--- config.mk ---
export PLATFORM = sky130hd
export DESIGN_NAME = rgb_led_spi_encoder_with_breathing_unit_flat
export DESIGN_NICKNAME = d
export VERILOG_FILES = /design/src/hw/rtl/rlse_pkg.sv /design/src/hw/rtl/rlse_chan_if.sv /design/src/hw/rtl/rlse_front.sv /design/src/hw/rtl/rlse_queue.sv /design/src/hw/rtl/rlse_back.sv /design/src/hw/rtl/rgb_led_spi_encoder_with_breathing_unit.sv /design/src/flat_wrapper.sv
export SDC_FILE = /design/constraint.sdc
export NUM_CORES = 1
export LEC_CHECK = 0
export BUFFER_PORTS_ARGS = -buffer_cell sky130_fd_sc_hd__buf_2
export CORE_AREA = 2 2 115 117
export DETAILED_ROUTE_END_ITERATION = 10
export DIE_AREA = 0 0 117 119
export PLACE_DENSITY = 0.61
export SLEW_MARGIN = 20
export SYNTH_ARGS = -nofsm -noshare
export SYNTH_HDL_FRONTEND = slang
export SYNTH_SLANG_ARGS = --single-unit
--- constraint.sdc ---
create_clock -name clock -period 4.85 [get_ports clock]
set_input_delay 0.2425 -clock clock [delete_from_list [all_inputs] [get_ports clock]]
set_output_delay 0.2425 -clock clock [all_outputs]
set_load 0.01 [all_outputs]
--- src/hw/rtl/rlse_pkg.sv ---
`timescale 1ns / 1ps
// ----------------------------------------------------------------------------
// rlse_pkg
// Types, codes and the pair-to-symbol table shared by the LED line encoder.
// ----------------------------------------------------------------------------
package rlse_pkg;

   localparam int RESET_BYTES_DEF = 35;
   localparam int QUEUE_DEPTH_DEF = 2;
   localparam int SYMBOLS_PER_FRAME = 12;

   localparam logic [7:0] FADE_TOP_RST   = 8'd254;
   localparam logic [7:0] FADE_FLOOR_RST = 8'd33;

   localparam logic [7:0] MODE_OFF    = 8'd0;
   localparam logic [7:0] MODE_BREATH = 8'd1;

   typedef enum logic [1:0] {
      CMD_SET_COLOR = 2'd0,
      CMD_TICK      = 2'd1,
      CMD_MODE      = 2'd2
   } cmd_type;

   typedef enum logic [1:0] {
      BREATH_OFF  = 2'd0,
      BREATH_RISE = 2'd1,
      BREATH_FALL = 2'd2
   } breath_type;

   typedef enum logic {
      CSR_FADE_TOP   = 1'b0,
      CSR_FADE_FLOOR = 1'b1
   } csr_index_type;

   typedef struct packed {
      logic [1:0] command;
      logic [7:0] red;
      logic [7:0] green;
      logic [7:0] blue;
      logic [7:0] mode_sel;
   } req_payload_type;

   typedef struct packed {
      logic [7:0] line_byte;
      logic       frame_end;
      logic       status;
   } rsp_payload_type;

   typedef struct packed {
      logic [7:0] green;
      logic [7:0] red;
      logic [7:0] blue;
      logic       status;
   } frame_job_type;

   function automatic logic [7:0] pair_symbol(input logic [1:0] pair);
      logic [7:0] sym;
      case (pair)
         2'd0:    sym = 8'h88;
         2'd1:    sym = 8'h8C;
         2'd2:    sym = 8'hC8;
         default: sym = 8'hCC;
      endcase
      return sym;
   endfunction

endpackage

--- src/hw/rtl/rlse_chan_if.sv ---
`timescale 1ns / 1ps
// ----------------------------------------------------------------------------
// rlse_chan_if
// Valid/ready channel carrying one payload per request.
// ----------------------------------------------------------------------------
interface rlse_chan_if #(
   parameter type payload_type = logic
) ();
   logic        valid;
   logic        ready;
   payload_type payload;

   modport source (output valid, output payload, input ready);
   modport sink   (input valid, input payload, output ready);
endinterface

--- src/hw/rtl/rlse_front.sv ---
`timescale 1ns / 1ps
// ----------------------------------------------------------------------------
// rlse_front
// Accept and classify requests, keep breathing state, issue frame jobs.
// ----------------------------------------------------------------------------
module rlse_front (
   input  logic                   clock,
   input  logic                   reset,
   input  logic                   csr_wr_en,
   input  rlse_pkg::csr_index_type csr_index,
   input  logic [7:0]             csr_wr_data,
   rlse_chan_if.sink              req_chan,
   rlse_chan_if.source            job_chan
);
   import rlse_pkg::*;

   logic [7:0]    fade_top_ff, fade_top_in;
   logic [7:0]    fade_floor_ff, fade_floor_in;
   breath_type    breath_ff, breath_in;
   logic [7:0]    level_ff, level_in;
   logic          take;
   logic          has_frame;
   frame_job_type job;

   assign req_chan.ready   = job_chan.ready;
   assign take             = req_chan.valid && req_chan.ready;
   assign job_chan.valid   = take && has_frame;
   assign job_chan.payload = job;

   always_comb begin
      fade_top_in   = fade_top_ff;
      fade_floor_in = fade_floor_ff;
      if (csr_wr_en) begin
         unique case (csr_index)
            CSR_FADE_TOP:   fade_top_in   = csr_wr_data;
            CSR_FADE_FLOOR: fade_floor_in = csr_wr_data;
            default: ;
         endcase
      end
   end

   always_comb begin
      breath_in = breath_ff;
      level_in  = level_ff;
      has_frame = 1'b0;
      job       = '0;
      case (req_chan.payload.command)
         CMD_SET_COLOR: begin
            has_frame = 1'b1;
            job.green = req_chan.payload.green;
            job.red   = req_chan.payload.red;
            job.blue  = req_chan.payload.blue;
         end
         CMD_TICK: begin
            unique case (breath_ff)
               BREATH_RISE: begin
                  if (level_ff == fade_top_ff) breath_in = BREATH_FALL;
                  level_in  = level_ff + 8'd1;
                  has_frame = 1'b1;
               end
               BREATH_FALL: begin
                  if (level_ff < fade_floor_ff) breath_in = BREATH_RISE;
                  level_in  = level_ff - 8'd1;
                  has_frame = 1'b1;
               end
               default: ;
            endcase
            job.blue = level_in;
         end
         CMD_MODE: begin
            has_frame = 1'b1;
            if (req_chan.payload.mode_sel == MODE_OFF) begin
               breath_in = BREATH_OFF;
            end else if (req_chan.payload.mode_sel == MODE_BREATH) begin
               breath_in = BREATH_RISE;
               level_in  = 8'd0;
            end else begin
               job.status = 1'b1;
            end
         end
         default: ;
      endcase
   end

   always_ff @(posedge clock) begin
      if (reset) begin
         fade_top_ff   <= FADE_TOP_RST;
         fade_floor_ff <= FADE_FLOOR_RST;
         breath_ff     <= BREATH_OFF;
         level_ff      <= 8'd0;
      end else begin
         fade_top_ff   <= fade_top_in;
         fade_floor_ff <= fade_floor_in;
         if (take) begin
            breath_ff <= breath_in;
            level_ff  <= level_in;
         end
      end
   end

endmodule

--- src/hw/rtl/rlse_queue.sv ---
`timescale 1ns / 1ps
// ----------------------------------------------------------------------------
// rlse_queue
// Short job queue between the front and the back.
// ----------------------------------------------------------------------------
module rlse_queue #(
   parameter int DEPTH = rlse_pkg::QUEUE_DEPTH_DEF
) (
   input  logic        clock,
   input  logic        reset,
   rlse_chan_if.sink   in_chan,
   rlse_chan_if.source out_chan
);
   import rlse_pkg::*;

   localparam int PTR_W = (DEPTH > 1) ? $clog2(DEPTH) : 1;
   localparam int CNT_W = $clog2(DEPTH + 1);

   frame_job_type          entry_ff [DEPTH];
   logic [PTR_W-1:0]       wr_ptr_ff, wr_ptr_in;
   logic [PTR_W-1:0]       rd_ptr_ff, rd_ptr_in;
   logic [CNT_W-1:0]       count_ff, count_in;
   logic                   push, pop;

   assign in_chan.ready    = (count_ff != CNT_W'(DEPTH));
   assign out_chan.valid   = (count_ff != '0);
   assign out_chan.payload = entry_ff[rd_ptr_ff];
   assign push             = in_chan.valid && in_chan.ready;
   assign pop              = out_chan.valid && out_chan.ready;

   always_comb begin
      wr_ptr_in = wr_ptr_ff;
      rd_ptr_in = rd_ptr_ff;
      count_in  = count_ff;
      if (push) wr_ptr_in = (wr_ptr_ff == PTR_W'(DEPTH - 1)) ? '0 : wr_ptr_ff + 1'b1;
      if (pop)  rd_ptr_in = (rd_ptr_ff == PTR_W'(DEPTH - 1)) ? '0 : rd_ptr_ff + 1'b1;
      if (push && !pop) count_in = count_ff + 1'b1;
      if (pop && !push) count_in = count_ff - 1'b1;
   end

   always_ff @(posedge clock) begin
      if (reset) begin
         wr_ptr_ff <= '0;
         rd_ptr_ff <= '0;
         count_ff  <= '0;
      end else begin
         wr_ptr_ff <= wr_ptr_in;
         rd_ptr_ff <= rd_ptr_in;
         count_ff  <= count_in;
      end
   end

   always_ff @(posedge clock) begin
      if (push) entry_ff[wr_ptr_ff] <= in_chan.payload;
   end

   a_count_tracks: assert property (@(posedge clock) disable iff (reset)
      (push && !pop) |=> count_ff == $past(count_ff) + 1'b1)
      else $error("queue count missed a push");

endmodule

--- src/hw/rtl/rlse_back.sv ---
`timescale 1ns / 1ps
// ----------------------------------------------------------------------------
// rlse_back
// Serialize a frame job into reset bytes and twelve symbol bytes.
// ----------------------------------------------------------------------------
module rlse_back #(
   parameter int RESET_BYTES = rlse_pkg::RESET_BYTES_DEF
) (
   input  logic        clock,
   input  logic        reset,
   rlse_chan_if.sink   job_chan,
   rlse_chan_if.source rsp_chan
);
   import rlse_pkg::*;

   localparam int FRAME_LEN = RESET_BYTES + SYMBOLS_PER_FRAME;
   localparam int CNT_W     = $clog2(FRAME_LEN);

   frame_job_type    job_ff;
   logic             busy_ff, busy_in;
   logic [CNT_W-1:0] cnt_ff, cnt_in;
   logic             rsp_valid_ff, rsp_valid_in;
   rsp_payload_type  rsp_ff, rsp_in;
   logic             adv, last, take;
   logic [3:0]       sym_idx;
   logic [7:0]       chan_byte;
   logic [1:0]       pair;

   assign adv  = busy_ff && (!rsp_valid_ff || rsp_chan.ready);
   assign last = (cnt_ff == CNT_W'(FRAME_LEN - 1));
   assign take = job_chan.valid && (!busy_ff || (adv && last));

   assign job_chan.ready   = !busy_ff || (adv && last);
   assign rsp_chan.valid   = rsp_valid_ff;
   assign rsp_chan.payload = rsp_ff;

   always_comb begin
      sym_idx = 4'(cnt_ff - CNT_W'(RESET_BYTES));
      case (sym_idx[3:2])
         2'd0:    chan_byte = job_ff.green;
         2'd1:    chan_byte = job_ff.red;
         default: chan_byte = job_ff.blue;
      endcase
      case (sym_idx[1:0])
         2'd0:    pair = chan_byte[7:6];
         2'd1:    pair = chan_byte[5:4];
         2'd2:    pair = chan_byte[3:2];
         default: pair = chan_byte[1:0];
      endcase
      rsp_in.line_byte = (cnt_ff < CNT_W'(RESET_BYTES)) ? 8'h00 : pair_symbol(pair);
      rsp_in.frame_end = last;
      rsp_in.status    = job_ff.status;
   end

   always_comb begin
      busy_in      = busy_ff;
      cnt_in       = cnt_ff;
      rsp_valid_in = rsp_valid_ff;
      if (rsp_chan.ready) rsp_valid_in = 1'b0;
      if (adv) begin
         rsp_valid_in = 1'b1;
         cnt_in       = cnt_ff + 1'b1;
         if (last) busy_in = 1'b0;
      end
      if (take) begin
         busy_in = 1'b1;
         cnt_in  = '0;
      end
   end

   always_ff @(posedge clock) begin
      if (reset) begin
         busy_ff      <= 1'b0;
         cnt_ff       <= '0;
         rsp_valid_ff <= 1'b0;
      end else begin
         busy_ff      <= busy_in;
         cnt_ff       <= cnt_in;
         rsp_valid_ff <= rsp_valid_in;
      end
   end

   always_ff @(posedge clock) begin
      if (take) job_ff <= job_chan.payload;
      if (adv)  rsp_ff <= rsp_in;
   end

   a_cnt_in_frame: assert property (@(posedge clock) disable iff (reset)
      busy_ff |-> cnt_ff <= CNT_W'(FRAME_LEN - 1))
      else $error("byte counter ran past the frame");

   a_last_marks_end: assert property (@(posedge clock) disable iff (reset)
      (adv && last) |=> rsp_valid_ff && rsp_ff.frame_end)
      else $error("last byte not flagged as frame end");

   a_take_only_free: assert property (@(posedge clock) disable iff (reset)
      take |-> !busy_ff || (adv && last))
      else $error("job taken while a frame is in flight");

endmodule

--- src/hw/rtl/rgb_led_spi_encoder_with_breathing_unit.sv ---
`timescale 1ns / 1ps
// ----------------------------------------------------------------------------
// rgb_led_spi_encoder_with_breathing_unit
// Addressable RGB LED line encoder with blue breathing.
//
//   port group  | dir | contents
//   ------------+-----+-------------------------------------------------
//   req_chan    | in  | command, red, green, blue, mode_sel
//   rsp_chan    | out | line_byte, frame_end, status
//   csr_*       | in  | fade_top (index 0), fade_floor (index 1)
//
// One line byte per cycle while rsp_chan is ready; a frame is RESET_BYTES + 12 bytes (47 by default).
// The front takes a request per cycle while the job queue has room; the back
// serializer sets the sustained rate, taking the next job only as a frame's last byte goes out.
// A tick with breathing off or command 3 produces no bytes.
// Synchronous reset clears breathing state, loads register defaults.
// A stall on rsp_chan holds the byte counter; the queue absorbs requests.
// ----------------------------------------------------------------------------
module rgb_led_spi_encoder_with_breathing_unit #(
   parameter int RESET_BYTES = rlse_pkg::RESET_BYTES_DEF,
   parameter int QUEUE_DEPTH = rlse_pkg::QUEUE_DEPTH_DEF
) (
   input  logic                    clock,
   input  logic                    reset,
   input  logic                    csr_wr_en,
   input  rlse_pkg::csr_index_type csr_index,
   input  logic [7:0]              csr_wr_data,
   rlse_chan_if.sink               req_chan,
   rlse_chan_if.source             rsp_chan
);
   import rlse_pkg::*;

   rlse_chan_if #(.payload_type(frame_job_type)) front_job ();
   rlse_chan_if #(.payload_type(frame_job_type)) back_job ();

   rlse_front u_front (
      .clock       (clock),
      .reset       (reset),
      .csr_wr_en   (csr_wr_en),
      .csr_index   (csr_index),
      .csr_wr_data (csr_wr_data),
      .req_chan    (req_chan),
      .job_chan    (front_job)
   );

   rlse_queue #(.DEPTH(QUEUE_DEPTH)) u_queue (
      .clock    (clock),
      .reset    (reset),
      .in_chan  (front_job),
      .out_chan (back_job)
   );

   rlse_back #(.RESET_BYTES(RESET_BYTES)) u_back (
      .clock    (clock),
      .reset    (reset),
      .job_chan (back_job),
      .rsp_chan (rsp_chan)
   );

endmodule

--- src/flat_wrapper.sv ---
// flat-port wrapper written by rule: the top's interface ports become plain ports
module rgb_led_spi_encoder_with_breathing_unit_flat import rlse_pkg::*;
#(
   parameter int RESET_BYTES = rlse_pkg::RESET_BYTES_DEF,
   parameter int QUEUE_DEPTH = rlse_pkg::QUEUE_DEPTH_DEF
)
  (clock, reset, csr_wr_en, csr_index, csr_wr_data, req_chan_valid, req_chan_payload, req_chan_ready, rsp_chan_valid, rsp_chan_payload, rsp_chan_ready);
  rlse_chan_if #(.payload_type(req_payload_type)) req_chan_i ();
  rlse_chan_if #(.payload_type(rsp_payload_type)) rsp_chan_i ();
  input  logic clock;
  input  logic reset;
  input  logic csr_wr_en;
  input  rlse_pkg::csr_index_type csr_index;
  input  logic [7:0] csr_wr_data;
  input wire logic [$bits(req_chan_i.valid)-1:0] req_chan_valid;
  input wire logic [$bits(req_chan_i.payload)-1:0] req_chan_payload;
  output wire logic [$bits(req_chan_i.ready)-1:0] req_chan_ready;
  output wire logic [$bits(rsp_chan_i.valid)-1:0] rsp_chan_valid;
  output wire logic [$bits(rsp_chan_i.payload)-1:0] rsp_chan_payload;
  input wire logic [$bits(rsp_chan_i.ready)-1:0] rsp_chan_ready;
  assign req_chan_i.valid = req_chan_valid;
  assign req_chan_i.payload = req_chan_payload;
  assign req_chan_ready = req_chan_i.ready;
  assign rsp_chan_valid = rsp_chan_i.valid;
  assign rsp_chan_payload = rsp_chan_i.payload;
  assign rsp_chan_i.ready = rsp_chan_ready;
  rgb_led_spi_encoder_with_breathing_unit #(.RESET_BYTES(RESET_BYTES), .QUEUE_DEPTH(QUEUE_DEPTH)) u_core (.clock(clock), .reset(reset), .csr_wr_en(csr_wr_en), .csr_index(csr_index), .csr_wr_data(csr_wr_data), .req_chan(req_chan_i), .rsp_chan(rsp_chan_i));
endmodule
**Word level (Yosys, flattened, before mapping)**

Memories as Yosys holds them, arrays and structs flattened. A register that Yosys moved wholly into a read port is not among the register bits.
Cells that the tools add are included.
Widths: inputs -> output; s select.

- Add/sub/neg operators: 8
- $lt $le $gt $ge: 2
- Equality and inequality tests: 19
- Mux-type cells: 31
- Bitwise logic cells: 1
- Reduce and logical (&&, ||, !) cells: 33

Operators with widths:

| kind | count |
|---|---|
| $pmux 8 s2 | 4 |
| $pmux 7 s3 | 1 |
| $mux 16 | 1 |
| $mux 8 | 2 |
| $mux 1 | 13 |
| $mux 2 | 6 |
| $reduce_bool 2->1 | 6 |
| $eq 2x1->1 const B | 5 |
| $ne 3x3->1 const B | 3 |
| $add 8x1->8 const B | 1 |
| $eq 2x2->1 const B | 4 |
| $eq 8x1->1 const B | 1 |
| $eq 8x8->1 | 1 |
| $logic_and 1x1->1 | 8 |
| $logic_not 2->1 | 4 |
| $logic_not 8->1 | 1 |
| $lt 8x8->1 | 1 |
| $pmux 2 s2 | 2 |
| $sub 8x1->8 const B | 1 |
| $add 6x1->6 const B | 1 |
| $eq 6x6->1 const B | 1 |
| $lt 6x6->1 const B | 1 |
| $ne 2x2->1 const B | 3 |
| $pmux 2 s3 | 1 |
| 13 further kinds | 22 |

- Register bits: 48
- RAM bits: 50
- Output and inout bits: 12
- Logic and storage cells: 108
- Memories: 1

Memories:

| memory | depth | bits a word | rd ports | clocked after memory_dff | wr ports | RTL line | source |
|---|---|---|---|---|---|---|---|
| u_core.u_queue.entry_ff | 2 | 25 | 1 | 1 | 1 | rlse_queue.sv:19 | `frame_job_type entry_ff [DEPTH];` |

**Longest topological paths before layout**

- Depth in word-level cells: 10
- Depth in mapped cells: 10
- Mapped depth without buffers: 10

**By module**

Synthesis repeated with hierarchy kept, for this count alone.

- Cells, all modules: 523
- Area total of the unflattened synthesis: 5896.9 um^2

Modules (own cells, without submodules):

| module | times used | cells an instance | area an instance (um^2) |
|---|---|---|---|
| rlse_front | 1 | 305 | 2247.2 |
| rlse_queue | 1 | 102 | 2020.7 |
| rlse_back | 1 | 116 | 1629.1 |

**Worst setup path before layout**

OpenSTA, ideal clock, no wires.

- Path kind: reg-to-reg
- From: register u_core.u_front.breath_ff[0]
- To: memory u_core.u_queue.entry_ff[0][0] (netlist name) (enable)
- Data arrival time: 2.479 ns
- Data required time: 4.443 ns
- Slack: 1.965 ns
- Cell stages (with the launch flop): 8
- Path buffers: 0
- Cells stage by stage: dfxtp_1 -> inv_1 -> ha_1 -> nand2b_1 -> nor3b_1 -> nor3_1 -> inv_1 -> nor2_1

- Cells in the longest elaborated chain, start to end: 8
- Elaborated cells between the ends (all ways): 9
- Those cells by class: eq/ne: 2; mux: 4; reduce/logical: 3

RTL lines:

| item | RTL line | source |
|---|---|---|
| start, declared | rlse_front.sv:19 | `breath_type breath_ff, breath_in;` |
| start signal, assigned | rlse_front.sv:95 | `breath_ff <= breath_in;` |
| $eq 2x1->1 / $eq 2x2->1 (equally long branches) | rlse_front.sv:55 | `unique case (breath_ff)` |
| $reduce_or 2->1 (no line) * | n/a |  |
| $mux 1 * | rlse_front.sv:55 |  |
| $pmux 1 s2 * | rlse_front.sv:47 | `case (req_chan.payload.command)` |
| $logic_and 1x1->1 * | rlse_front.sv:27 | `assign job_chan.valid = take && has_frame;` |
| $logic_and 1x1->1 * | rlse_queue.sv:28 | `assign push = in_chan.valid && in_chan.ready;` |
| $mux 1 * | rlse_queue.sv:54 | `if (push) entry_ff[wr_ptr_ff] <= in_chan.payload;` |
| $mux 1 (not written as such) * | rlse_queue.sv:54 |  |
| end, declared | rlse_queue.sv:19 |  |

Every way passes the cells marked *; elsewhere a longest branch is shown, timed or not.

**Worst setup path after layout**

- From: register u_core.u_front.breath_ff[0]
- To: register u_core.u_queue.count_ff[1]

- Cells in the longest elaborated chain, start to end: 9
- Elaborated cells between the ends (all ways): 12
- Those cells by class: eq/ne: 2; mux: 3; reduce/logical: 7

RTL lines:

| item | RTL line | source |
|---|---|---|
| $eq 2x1->1 / $eq 2x2->1 (equally long branches) | rlse_front.sv:55 |  |
| $reduce_or 2->1 (no line) * | n/a |  |
| $mux 1 * | rlse_front.sv:55 |  |
| $pmux 1 s2 * | rlse_front.sv:47 |  |
| $logic_and 1x1->1 * | rlse_front.sv:27 |  |
| $logic_and 1x1->1 * | rlse_queue.sv:28 |  |
| $logic_not 1->1 | rlse_queue.sv:38 | `if (pop && !push) count_in = count_ff - 1'b1;` |
| $logic_and 1x1->1 | rlse_queue.sv:38 |  |
| $mux 2 / $reduce_bool 2->1 (equally long branches) | n/a |  |
| end signal, assigned | rlse_queue.sv:49 | `count_ff <= count_in;` |
| end, declared | rlse_queue.sv:22 | `logic [CNT_W-1:0] count_ff, count_in;` |

Marks and branches as above.
A chain may end at the register's enable or synchronous reset.

==> run summary <==
Post-Synth XOR/XNOR Area: 3.92%
post-route ant nets: 0
Synth Instances: 476
# setup viols final: 0
post-CTS resize count: 0
max incr delay on CP: 0.46 ns
fin. max-slew vios: 0
first-pass GRT wire length: 18100 µm
Num CTS Buffers: 17
maximum vdd drop: 0.000183 V
via count: 3677
Setup Fix Bufs, Post-CTS: 0
fraction of layout cells with a size suffix above 1: 21.7%
post-place setup slack: 2.10 ns
RSZ-0062 raised after global routing: no
DIE HEIGHT: 119 µm
core area: 12900 µm²
Design Power: 3.04 mW
initial antenna violation count: 0
Detailed Routing Iterations Pass 1: 5
Layout area overhead: 17.6%
depth of the CTS H-tree: 4
WL final: 11200 µm
Slew @ Worst Pin: 0.936 ns
Max Cap Violations: 0
Synth Area in Compound Gates: 10.1%
Post-synth top cells: 80 x edfxtp_1, 50 x nand2_1, 38 x dfxtp_1
number of remaining DRC errors: 0
Via density: 5.11
ys async rst share: 0%
DR WL/cell: 15.6 µm
Seq/Total Area, Yosys: 56.4%
Critical Path RT: 5.18 ns
Static Leak: 2.54 nW
Post-Synth Simple-Gate Area: 12.1%
minimum clock period: 2.71 ns
Post-synth EDFFs: 80
Worst Hold Class: in -> reg
total global routing track utilization: 17.4%
fraction of synthesized area in multiplexers: 7.87%
total gr overflow: 0
vias in the first global route: 3718
Mapped Area: 5610 µm²
main combinational cell family by area after synthesis: simple AND/OR/NAND/NOR gates
clock root cell: clkbuf_16
Post-synth top flop: edfxtp_1
WP buf/inv: 2
Rows: 42
design area: 6600 µm²
CTS tree: done
number of nets in the layout: 605
Final Hold Viols: 0
cell family with most CP delay: simple AND/OR/NAND/NOR gates
post-DP HPWL: 7950 µm
synthesis warning total: 0
post-synthesis register bit count: 118
CP Cell Sequence: inv_1 -> ha_1 -> nand2b_1 -> nor3b_1 -> nor3_1 -> inv_1 -> ha_1 -> or3_1 -> a21oi_1
Syn Area/Cell: 11.8 µm²
Synth Area in Adders: 5.93%
synth unique cells: 54
boundary pin count: 60
clock transition at the registers of the reported paths: 0.05 ns
Fin Clk Skew: 0.00837 ns
Die Span X: 117 µm
kind of critical path: reg -> reg
most common cell in the netlist: edfxtp_1
Worst-Skew Late Latency: 0.41 ns
ant diodes: 0
Clock Path Buffers: 2
Critical Path AT: 3.04 ns
outcome: finished clean
Sum Neg Setup Slack: 0 ns
CP max stage cell: ha_1
I/O Buffers: 55
GPL Wtd Cong: 0.873
Synth top area share: 42.8%
crit-path max FO: 15
clock sink count: 118
startpoint types: flop
placed instance area: 6030 µm²
cell taking the most area after synthesis: edfxtp_1
Synth area leaders: edfxtp_1 43%, dfxtp_1 14%, mux2_2 5.6%
setup ws final: 2.14 ns
Die ar.: 13900 µm²
largest net degree at the start of global routing: 28
Tcrit/Tclk final: 55.8%
initial core utilization: 43.6%
number of DRC markers in iteration 0: 178
critical path endpoint category: flop
cts hold-fix bufs: 0
Peak Freq: 369 MHz
slew margin rel.: 37.5%
PwrDens: 460 nW/µm²
-- worst reg2reg max path: cells and delay by family (launching register included) --
family / cells / cell delay, ns
flip-flops: 1 / 0.35
AO/OA/AOI/OAI: 1 / 0.15
buffers and inverters: 2 / 0.20
adder cells (fa/ha/maj): 2 / 0.79
AND/OR/NAND/NOR: 4 / 1.14
-- per-layer routing --
metal	GRT usage (%)	vias to the layer above	part of all wire [%]
li1	-	1826	-
met1	21.9	1715	44
met2	28.1	113	49
met3	3.87	23	4.7
met4	8.38	0	2.1
met5	0	-	0
-- logic make-up after synthesis --
| kind of cell | after synthesis |
|---|---|
| and+or+nand+nor | 140 |
| DFF | 118 |
| AOI/OAI and AO/OA | 81 |
| adders and majority gates | 26 |
| xor gates and xnor gates | 23 |
| buffers and inverters | 47 |
| muxes | 40 |
| other | 1 |
-- where the power goes --
part | internal, mW | total, mW | leakage (nW) | switching (mW)
sequential | 1.27 | 1.34 | 1.06 | 0.0630
clock | 0.798 | 1.21 | 0.276 | 0.413
combinational | 0.202 | 0.489 | 1.20 | 0.287
total | 2.27 | 3.04 | 2.54 | 0.762
-- placed cells by master, fill, tap and decap left out, types with 3 or more instances in the layout --
master     count
or3_1          4
dfxtp_1       38
edfxtp_1      80
mux2i_1        7
a21o_1         4
o211a_1        3
o41ai_1        3
nand2_1       50
ha_1          25
or2_1          3
inv_1         21
o21ai_0       15
a21oi_1       18
buf_4          4
clkinv_2       4
nor4_1         3
nand4_1        3
clkbuf_1       4
a32o_1         3
nor2b_1        3
conb_1         4
mux2_2        28
mux2_1         5
o21a_1         3
and2_1        18
nor3_1         6
a22o_1         5
nand2b_1       6
nor2_1        23
o211ai_1       6
xnor2_1        8
bufinv_16      3
nand3_1       12
nor3b_1        3
xor2_1        14
clkbuf_16     17
buf_2         55
-- layout make-up --
class	count	area, µm²
multi-input cells	314	2260
clock buffers	21	440
fillers	1127	6280
flip-flops and latches	118	3160
inverters	21	78.8
clock inverters	11	133
well taps	176	220
repair buffers	59	305
-- final timing paths --
check                                                  from                                end  cells after the start  slack [ns]
worst min register to register      u_core.u_back.job_ff[0]  u_core.u_back.rsp_chan.payload[0]                      0        0.43
worst max register to register  u_core.u_front.breath_ff[0]         u_core.u_queue.count_ff[1]                      9        2.14
worst max-delay path            u_core.u_front.breath_ff[0]         u_core.u_queue.count_ff[1]                      9        2.14
worst min-delay path                         csr_wr_data[0]    u_core.u_front.fade_floor_ff[0]                      3        0.06
-- registers in the layout (all words and copies together), names as in the netlist --
name / cells
u_core.u_back.busy_ff: 1
u_core.u_back.cnt_ff: 6
u_core.u_back.job_ff: 25
u_core.u_back.rsp_chan.payload: 5
u_core.u_back.rsp_chan.valid: 1
u_core.u_front.breath_ff: 2
u_core.u_front.fade_floor_ff: 8
u_core.u_front.fade_top_ff: 8
u_core.u_front.level_ff: 8
u_core.u_queue.count_ff: 2
u_core.u_queue.entry_ff: 50
u_core.u_queue.rd_ptr_ff: 1
u_core.u_queue.wr_ptr_ff: 1
-- through the flow --
step	util, %	hold WS [ns]	std cells
after CTS	51.3	0.0501	720
after global placement	46.8	0.419	688
after floorplan	-	0.366	479
final	51.3	0.0594	720
after detailed placement	46.8	0.423	688
after global routing	51.3	0.0649	720
Note: power is estimated with default switching activity, not from simulation.
